===== config.mk =====
export PLATFORM = sky130hd
export DESIGN_NAME = multi_led_blink_controller_unit
export DESIGN_NICKNAME = d
export VERILOG_FILES = /design/src/design/mlbc_pkg.sv /design/src/design/mlbc_ctrl.sv /design/src/design/mlbc_datapath.sv /design/src/design/multi_led_blink_controller_unit.sv
export VERILOG_INCLUDE_DIRS = /design/src /design/src/design
export SDC_FILE = /design/constraint.sdc
export NUM_CORES = 1
export LEC_CHECK = 0
export BUFFER_PORTS_ARGS = -buffer_cell sky130_fd_sc_hd__buf_4
export CORE_MARGIN = 2
export CORE_UTILIZATION = 45
export CTS_CLUSTER_DIAMETER = 40
export DETAILED_ROUTE_END_ITERATION = 8
export PLACE_DENSITY = 0.68
export SLEW_MARGIN = 5
export SYNTH_ARGS = -nofsm -noshare
export SYNTH_HDL_FRONTEND = slang
export SYNTH_SLANG_ARGS = --single-unit

===== constraint.sdc =====
create_clock -name clk -period 12.85 [get_ports clk]
set_input_delay 1.9275 -clock clk [delete_from_list [all_inputs] [get_ports clk]]
set_output_delay 1.9275 -clock clk [all_outputs]
set_load 0.02 [all_outputs]

===== src/design/multi_led_blink_controller_unit_defines.svh =====
// Assertion helpers for the LED blink controller.
`ifndef MULTI_LED_BLINK_CONTROLLER_UNIT_DEFINES_SVH
`define MULTI_LED_BLINK_CONTROLLER_UNIT_DEFINES_SVH

// Same-cycle implication, disabled during reset.
`define MLBC_ASSERT_NOW(label, clk, rst, ante, cons, msg) \
  label: assert property (@(posedge clk) disable iff (rst) (ante) |-> (cons)) \
    else $error(msg);

// Next-cycle implication, disabled during reset.
`define MLBC_ASSERT_NEXT(label, clk, rst, ante, cons, msg) \
  label: assert property (@(posedge clk) disable iff (rst) (ante) |=> (cons)) \
    else $error(msg);

`endif


===== src/design/mlbc_pkg.sv =====
package mlbc_pkg;

  localparam int NUM_LEDS  = 4;
  localparam int TIME_BITS = 16;
  localparam int CNT_BITS  = TIME_BITS + 1;
  localparam int LED_IDX_W = (NUM_LEDS > 1) ? $clog2(NUM_LEDS) : 1;

  localparam int FUNC_W    = 2;
  localparam int ID_W      = 2;
  localparam int REPEAT_W  = 8;
  localparam int TICKS_W   = 16;
  localparam int LEVELS_W  = 4;
  localparam int IN_DATA_W = 48;
  localparam int OUT_DATA_W = 8;

  localparam logic [REPEAT_W-1:0] CONTINUOUS = 8'hFF;

  typedef enum logic [FUNC_W-1:0] {
    FUNC_TICK  = 2'd0,
    FUNC_FLASH = 2'd1,
    FUNC_LEVEL = 2'd2,
    FUNC_NONE  = 2'd3
  } func_t;

  // controller -> datapath
  typedef struct packed {
    logic load;   // capture input transaction, clear LED index
    logic visit;  // advance the LED at the current index
    logic apply;  // apply a set_flash / set_level item
    logic push;   // load the output register
  } cmd_t;

  // datapath -> controller
  typedef struct packed {
    logic last_led;
    logic out_free;
  } status_t;

endpackage


===== src/design/mlbc_ctrl.sv =====
module mlbc_ctrl (
  input  logic              clk,
  input  logic              rst,
  input  logic              s_tvalid,
  input  logic [1:0]        s_tuser,
  output logic              s_tready,
  input  mlbc_pkg::status_t status,
  output mlbc_pkg::cmd_t    cmd
);
  import mlbc_pkg::*;

  typedef enum logic [3:0] {
    ST_IDLE   = 4'b0001,
    ST_TICK   = 4'b0010,
    ST_APPLY  = 4'b0100,
    ST_FINISH = 4'b1000
  } state_t;

  state_t state;
  state_t state_next;

  always_ff @(posedge clk) begin
    if (rst) begin
      state <= ST_IDLE;
    end else begin
      state <= state_next;
    end
  end

  always_comb begin
    state_next = state;
    cmd        = '0;
    s_tready   = 1'b0;
    case (state)
      ST_IDLE: begin
        s_tready = 1'b1;
        if (s_tvalid) begin
          cmd.load = 1'b1;
          if (func_t'(s_tuser) == FUNC_TICK) begin
            state_next = ST_TICK;
          end else begin
            state_next = ST_APPLY;
          end
        end
      end
      ST_TICK: begin
        cmd.visit = 1'b1;
        if (status.last_led) begin
          state_next = ST_FINISH;
        end
      end
      ST_APPLY: begin
        cmd.apply  = 1'b1;
        state_next = ST_FINISH;
      end
      ST_FINISH: begin
        if (status.out_free) begin
          cmd.push   = 1'b1;
          state_next = ST_IDLE;
        end
      end
      default: begin
        state_next = ST_IDLE;
      end
    endcase
  end

endmodule


===== src/design/mlbc_datapath.sv =====
module mlbc_datapath (
  input  logic                               clk,
  input  logic                               rst,
  input  logic [1:0]                         s_tuser,
  input  logic [mlbc_pkg::IN_DATA_W-1:0]     s_tdata,
  input  mlbc_pkg::cmd_t                     cmd,
  output mlbc_pkg::status_t                  status,
  output logic                               m_tvalid,
  input  logic                               m_tready,
  output logic [mlbc_pkg::OUT_DATA_W-1:0]    m_tdata
);
  import mlbc_pkg::*;

  // captured item
  func_t                item_func;
  logic [ID_W-1:0]      item_id;
  logic [REPEAT_W-1:0]  item_repeat;
  logic [TICKS_W-1:0]   item_on;
  logic [TICKS_W-1:0]   item_off;
  logic                 item_drive;
  logic                 item_clear;

  // per-LED state
  logic [NUM_LEDS-1:0]  led_on;
  logic [REPEAT_W-1:0]  blinks_left    [NUM_LEDS];
  logic [TIME_BITS-1:0] on_time        [NUM_LEDS];
  logic [TIME_BITS-1:0] off_span       [NUM_LEDS];
  logic [CNT_BITS-1:0]  period_counter [NUM_LEDS];

  logic [LED_IDX_W-1:0] idx;
  logic [LED_IDX_W-1:0] sel;
  logic                 id_ok;

  logic [CNT_BITS-1:0]  cnt;
  logic [CNT_BITS-1:0]  cnt_dec;
  logic [CNT_BITS-1:0]  cnt_next;
  logic [REPEAT_W-1:0]  blinks_next;
  logic                 on_next;

  logic [NUM_LEDS+LEVELS_W-1:0] levels_ext;

  assign sel   = cmd.visit ? idx : LED_IDX_W'(item_id);
  assign id_ok = (32'(item_id) < NUM_LEDS);

  assign status.last_led = (idx == LED_IDX_W'(NUM_LEDS - 1));
  assign status.out_free = !m_tvalid || m_tready;

  // one LED's tick step
  always_comb begin
    cnt         = period_counter[sel];
    cnt_dec     = cnt - CNT_BITS'(1);
    cnt_next    = cnt;
    blinks_next = blinks_left[sel];
    on_next     = led_on[sel];
    if (cnt != '0) begin
      cnt_next = cnt_dec;
      if (cnt_dec == {1'b0, off_span[sel]}) begin
        on_next = 1'b0;
      end
    end else if (blinks_left[sel] != '0) begin
      on_next  = 1'b1;
      cnt_next = {1'b0, on_time[sel]} + {1'b0, off_span[sel]};
      if (blinks_left[sel] != CONTINUOUS) begin
        blinks_next = blinks_left[sel] - REPEAT_W'(1);
      end
    end
  end

  always_ff @(posedge clk) begin
    if (cmd.load) begin
      item_func   <= func_t'(s_tuser);
      item_id     <= s_tdata[1:0];
      item_repeat <= s_tdata[9:2];
      item_on     <= s_tdata[25:10];
      item_off    <= s_tdata[41:26];
      item_drive  <= s_tdata[42];
      item_clear  <= s_tdata[43];
    end
  end

  always_ff @(posedge clk) begin
    if (rst) begin
      idx    <= '0;
      led_on <= '0;
      for (int n = 0; n < NUM_LEDS; n++) begin
        blinks_left[n]    <= '0;
        on_time[n]        <= '0;
        off_span[n]       <= '0;
        period_counter[n] <= '0;
      end
    end else begin
      if (cmd.load) begin
        idx <= '0;
      end else if (cmd.visit) begin
        idx <= idx + LED_IDX_W'(1);
      end

      if (cmd.visit) begin
        led_on[sel]         <= on_next;
        blinks_left[sel]    <= blinks_next;
        period_counter[sel] <= cnt_next;
      end else if (cmd.apply && id_ok) begin
        case (item_func)
          FUNC_FLASH: begin
            blinks_left[sel]    <= item_repeat;
            on_time[sel]        <= TIME_BITS'(item_on);
            off_span[sel]       <= TIME_BITS'(item_off);
            period_counter[sel] <= '0;
            led_on[sel]         <= 1'b0;
          end
          FUNC_LEVEL: begin
            led_on[sel] <= item_drive;
            if (item_clear) begin
              blinks_left[sel]    <= '0;
              on_time[sel]        <= '0;
              off_span[sel]       <= '0;
              period_counter[sel] <= '0;
            end
          end
          default: begin
          end
        endcase
      end
    end
  end

  // only the first four LEDs are reported
  assign levels_ext = {{LEVELS_W{1'b0}}, led_on};

  always_ff @(posedge clk) begin
    if (rst) begin
      m_tvalid <= 1'b0;
    end else if (cmd.push) begin
      m_tvalid <= 1'b1;
    end else if (m_tready) begin
      m_tvalid <= 1'b0;
    end
  end

  always_ff @(posedge clk) begin
    if (cmd.push) begin
      m_tdata <= {(OUT_DATA_W - LEVELS_W)'(0), levels_ext[LEVELS_W-1:0]};
    end
  end

endmodule


===== src/design/multi_led_blink_controller_unit.sv =====
// Channel   Direction  tdata / tuser contents
// s_axis    in         tuser: func; tdata: led_id, repeat_count, on_ticks, off_ticks,
//                      drive_level, clear_pattern
// m_axis    out        tdata: led_levels
//
// A tick transaction walks the LEDs one per cycle through the shared update logic;
// a set_flash / set_level item is applied in the single ST_APPLY state.
// A new item is accepted once the previous one has reached the output register,
// even while that result is still waiting for m_tready.
// rst (synchronous) clears all LED patterns and levels and empties the output register.
`include "multi_led_blink_controller_unit_defines.svh"

module multi_led_blink_controller_unit (
  input  logic                               clk,
  input  logic                               rst,
  input  logic                               s_tvalid,
  output logic                               s_tready,
  // [1:0] led_id, [9:2] repeat_count, [25:10] on_ticks, [41:26] off_ticks,
  // [42] drive_level, [43] clear_pattern, [47:44] zero
  input  logic [mlbc_pkg::IN_DATA_W-1:0]     s_tdata,
  input  logic [1:0]                         s_tuser,   // [1:0] func
  output logic                               m_tvalid,
  input  logic                               m_tready,
  output logic [mlbc_pkg::OUT_DATA_W-1:0]    m_tdata    // [3:0] led_levels, [7:4] zero
);
  import mlbc_pkg::*;

  cmd_t    cmd;
  status_t status;

  mlbc_ctrl u_ctrl (
    .clk      (clk),
    .rst      (rst),
    .s_tvalid (s_tvalid),
    .s_tuser  (s_tuser),
    .s_tready (s_tready),
    .status   (status),
    .cmd      (cmd)
  );

  mlbc_datapath u_datapath (
    .clk      (clk),
    .rst      (rst),
    .s_tuser  (s_tuser),
    .s_tdata  (s_tdata),
    .cmd      (cmd),
    .status   (status),
    .m_tvalid (m_tvalid),
    .m_tready (m_tready),
    .m_tdata  (m_tdata)
  );

  `MLBC_ASSERT_NEXT(a_busy_after_accept, clk, rst, s_tvalid && s_tready, !s_tready, "accepted a transaction while busy")
  `MLBC_ASSERT_NOW(a_one_cmd, clk, rst, 1'b1, $onehot0({cmd.load, cmd.visit, cmd.apply, cmd.push}), "conflicting datapath commands")
  `MLBC_ASSERT_NOW(a_push_free, clk, rst, cmd.push, !m_tvalid || m_tready, "result overwrote a pending transaction")
  `MLBC_ASSERT_NOW(a_rise_from_push, clk, rst, $rose(m_tvalid), $past(cmd.push), "output valid without a result")

endmodule


; ---- After elaboration in Yosys (flattened, before gate mapping)
; Memory sizes are Yosys's and may differ from the RTL's.
; Cells that the tools add are included.
[word_totals]
reg_bits = 61
ram_bits = 228
in_bits = 54
output_inout_bits = 10
wordCells = 124
memories = 4
[memory_table]
columns = memory, depth, width, read_ports, rd_ports_with_merged_regs, write_ports, line
row1 = u_datapath.period_counter, 4, 17, 1, 0, 4, mlbc_datapath.sv:28  ; logic [CNT_BITS-1:0] period_counter [NUM_LEDS];
row2 = u_datapath.off_span, 4, 16, 1, 0, 4, mlbc_datapath.sv:27  ; logic [TIME_BITS-1:0] off_span [NUM_LEDS];
row3 = u_datapath.on_time, 4, 16, 1, 0, 4, mlbc_datapath.sv:26  ; logic [TIME_BITS-1:0] on_time [NUM_LEDS];
row4 = u_datapath.blinks_left, 4, 8, 1, 0, 4, mlbc_datapath.sv:25  ; logic [REPEAT_W-1:0] blinks_left [NUM_LEDS];
[classes]
addsub = 4
order_cmp = 2
n_eq_ne = 12
mux = 66
bitwise = 8
n_reduce_logical = 16
[ops]
columns = operator, count
row1 = 17-bit two-way mux, 5
row2 = 16-bit two-way mux, 4
row3 = 8-bit two-way mux, 6
row4 = 1-bit two-way mux, 34
row5 = 16-bit OR reduction, 2
row6 = 4-bit two-way mux, 5
row7 = 16-bit by 16-bit adder with 17-bit output, 1
row8 = 17-bit by 16-bit equality test with 1-bit output, 1
row9 = 17-bit nonzero test, 1
row10 = 17-bit OR reduction, 1
row11 = 17-bit by 1-bit subtractor with 17-bit output (second input constant), 1
row12 = 4-bit one-hot mux with 4 select lines, 1
row13 = 2-bit two-way mux, 5
row14 = 4-bit bitwise mux, 2
row15 = 8-bit != test (second input constant), 1
row16 = 4-bit one-hot mux with 2 select lines, 1
row17 = 8-bit nonzero test, 1
row18 = 8-bit OR reduction, 1
row19 = 8-bit by 1-bit subtractor with 8-bit output (second input constant), 1
row20 = 2-bit != test (second input constant), 3
row21 = 1-bit bitwise OR, 6
row22 = 4-bit AND, 1
row23 = 2-bit equality test (second input constant), 2
row24 = 4-bit by 1-bit equality test with 1-bit output (second input constant), 1
row25 = 20 further kinds, 21

; ---- Longest topological paths before layout
[depth]
word_depth = 12
ltp_mapped = 24
ltp_nobuf = 16

; ---- Modules after synthesis
; A second synthesis with hierarchy kept.
[unflattened]
cells_unflattened = 1134
area_unflattened_um2 = 14323.7
[by_module_without_submodules]
columns = mod, n_inst, cells_each, area_per_inst_um2, seq_area_each_um2
row1 = mlbc_datapath, 1, 1107, 14073.5, 8488.1
row2 = mlbc_ctrl, 1, 27, 250.2, 80.1

; ---- Least setup slack after synthesis
; Ideal clock, no wire load.
[synth_timing]
path_type = reg2reg
from = register u_ctrl.state[2]
to = memory u_datapath.period_counter[0][16] (netlist name) (data pin)
setup_ns = 0.270
arrival_time_ns = 5.559
required_time_ns = 12.580
slack_ns = 7.021
path_stages_with_launch = 22
n_path_buf = 5
synth_period_minus_slack_ns = 5.829
path_cell_list = dfxtp_1 > buf_6 > or4b_1 > buf_6 > mux2_2 > buf_1 > clkbuf_1 > buf_1 > mux4_2 > ha_1 > inv_1 > fa_1 > nor2b_1 > o21ai_0 > a21boi_0 > o2111ai_1 > a21oi_1 > nor3_1 > o311ai_0 > a21oi_1 > a2bb2oi_1 > nor3_1
[synth_rtl]
columns = item, line
row1 = from (decl), mlbc_ctrl.sv:19  ; state_t state;
row2 = from (signal assigned), mlbc_ctrl.sv:26  ; state <= state_next;
row3 = to (decl), mlbc_datapath.sv:28

==> flow_metrics.py <==
metrics = {
    "finish": {
        "nNetsFinal": 1310,
        "area_growth_syn_to_layout_pct": 14.7,
        "final_common_cell": "edfxtp_1",
        "diodes": 0,
        "finalInstanceArea_sq_um": 16500,
        "n_fill_cell": 2692,
        "layout_common_cells": "edfxtp_1 (278), nor2_1 (227), inv_1 (93)",
        "final_cell_count_no_fill": 1666,
        "drive_gt1_share_pct": 17.5,
    },
    "logic_synthesis": {
        "synthArstFlopShare_pct": 0,
        "yosys.area_share.adder_pct": 1.96,
        "synth-xor-area-share_pct": 2.25,
        "synth_mux_area_share_pct": 10.5,
        "synth_area_per_cell_sq_um": 12.2,
        "synth_top_family_by_area": "simple AND/OR/NAND/NOR gates",
        "synth_ff_type": "edfxtp_1",
        "netlist_instances": 1176,
        "netlist-cell-type-count": 82,
        "synth-compound-area-share_pct": 7.28,
        "synth_edf_count": 278,
        "ys.warnings.count": 0,
        "synth_area_sq_um": 14400,
        "ys_seq_elements": 289,
        "yosysSeqAreaShare_pct": 59.5,
        "synth-simple-area-share_pct": 13.9,
    },
    "drt": {
        "drt_iter0_drc": 815,
        "vias": 9414,
        "remaining_drc_errors": 0,
        "routed_wl_mm": 33.3,
        "drtAntennaViolNets": 0,
        "wire_per_inst_um": 20.0,
        "first_pass_iters": 5,
        "routed_via_density": 5.65,
    },
    "global_route": {
        "grt_max_degree": 50,
        "grt-ovfl-total": 0,
        "grt_pass1_vias": 9693,
        "grt_pass1_wl_mm": 52.7,
        "grtUsageTotal_pct": 20.5,
        "antenna_found_initial": 0,
    },
    "clock_tree": {
        "hold_buffers": 0,
        "post_cts_buffers": 0,
        "clock_tree.buffer_depth": 3,
        "cts.sinks": 289,
        "clkTransAtPathRegs_ps": 50,
        "cts_tree": "yes",
        "insertion_delay_ps": 540,
        "cts-resized-gates": 0,
        "htreeDepth": 2,
        "cts_inserted_buffers": 40,
        "cts-root-buf": "clkbuf_16",
    },
    "timing": {
        "relSlewSlack_pct": 26.8,
        "timing.fmax_mhz": 171,
        "slew_viol_final": 0,
        "final_hold_viol_count": 0,
        "fin_crit_ps": 5860,
        "tightest_slew_ps": 1090,
        "rsz0062_at_grt": "false",
        "final.period_utilization_pct": 45.6,
        "setup_viol": 0,
        "fin_skew_ps": 20.9,
        "finalSetupTns_ps": 0,
        "holdWs_ps": 501,
    },
    "placement": {
        "numPortBuffers": 55,
        "dp_cells": 1594,
        "dpl_cell_area_sq_um": 15200,
        "hpwl_mm": 21.2,
        "gp_congestion": 0.902,
    },
    "floorplan": {
        "rows": 65,
        "ioPinCount": 64,
        "die_w_um": 183,
        "die_area_sq_um": 33400,
        "die_y_um": 183,
        "start_util_pct": 45.6,
        "core_sq_um": 31600,
    },
    "setup_path": {
        "worstPathRequired_ps": 13190,
        "path_max_fanout": 34,
        "start_kind": "register",
        "endpoint_kind": "register",
        "critPathKind": "register to register",
        "cp.arrival_ps": 6200,
    },
    "flow_run": {
        "maxCapViolCount": 0,
    },
    "power_and_ir_drop": {
        "p_total_uw": 3300,
        "ir_drop_uv": 106,
        "leakagePower_uw": 0.00623,
        "power.density_nw_per_um2": 200,
    },
    "worst_hold_path": {
        "min_path_type": "register to register",
    },
    "status": {
        "outcome": "finished, final reports clean",
    },
}
==> synth_stat cells (all sizes together), types with 7 or more instances <==
master    n  share of area (%)
or2       8               0.35
or3       9               0.39
xor2     10               0.61
buf      28                1.3
o21bai    7               0.37
nor2    228                5.9
nor2b    10               0.43
mux4     58                9.2
nand2b   12               0.52
xnor2    27                1.6
clkbuf   34               0.93
edfxtp  278                 58
ha       21                1.8
inv      93                2.4
mux2i    13               0.99
a21o     12               0.63
nand2    89                2.4
nor4     10               0.58
o211ai    7               0.37
nor3     31                1.2
dfxtp    11                1.5
a21oi    47                1.6
o21ai    33                1.2
a211oi    8               0.42
nand3    13               0.45
==> layout make-up <==
class                   count  area [sq um]  area share [%]
flip-flops and latches    289          8570            51.9
repair buffers             75           563            3.41
well taps                 402           503            3.05
multi-input cells         735          5200            31.5
clock inverters            25           307            1.86
clock buffers              47          1030            6.22
inverters                  93           349            2.11
==> kinds of logic after synthesis <==
kind of cell	Yosys count
adders and majority gates	22
muxes	74
other	1
DFF	289
and+or+nand+nor	439
xor gates and xnor gates	37
buffers and inverters	155
AOI/OAI and AO/OA	159
==> report_power, final <==
group | leakage (uW) | switching, uW | internal, uW
Combinational | 0.00268 | 637 | 388
Sequential | 0.00291 | 42.6 | 1140
Clock | 0.000638 | 412 | 679
==> registers in the layout, indices dropped and copies added (netlist names) <==
register                   count
u_ctrl.state                   4
u_datapath.m_tdata             4
u_datapath.led_on              4
u_datapath.period_counter     68
u_datapath.blinks_left        32
u_datapath.idx                 2
u_datapath.item_off           16
u_datapath.on_time            64
u_datapath.item_on            16
u_datapath.m_tvalid            1
u_datapath.off_span           64
u_datapath.item_func           2
u_datapath.item_repeat         8
u_datapath.item_drive          1
u_datapath.item_id             2
u_datapath.item_clear          1
==> layer usage <==
layer	GRT usage, %	wire length [um]	up-vias
li1	-	-	4400
met1	26.4	14000	4650
met2	35.3	16500	291
met3	3.32	1850	73
met4	7.46	947	0
met5	0	0	-
==> worst max-delay path, cell delays in order (launching register included) <==
cell     delay [ps]
dfxtp_1         380
or4b_1          830
mux2_4          600
buf_4           540
mux4_1          520
or2_1           360
or4_1           590
nor2_1          820
nand2_1         290
o21ai_0         230
o21ai_0         290
nor2_1          170
==> final timing paths <==
path,startpoint,end,slack [ps],cells past startpoint
worst max register to register,u_ctrl.state[2],u_datapath.period_counter[0][0],6990,11
worst min register to register,u_datapath.led_on[0],u_datapath.m_tdata[0],500,0
worst max-delay path,u_ctrl.state[2],u_datapath.period_counter[0][0],6990,11
worst min-delay path,u_datapath.led_on[0],u_datapath.m_tdata[0],500,0
==> stage by stage <==
step | worst slack, ps | util [%]
after floorplan | 7020 | -
after CTS | 7060 | 52.3
after global routing | 6610 | 52.3
after detailed placement | 7080 | 48.1
after global placement | 7110 | 48.1
final | 6990 | 52.3
No activity file was read; power rests on OpenSTA's default activity.
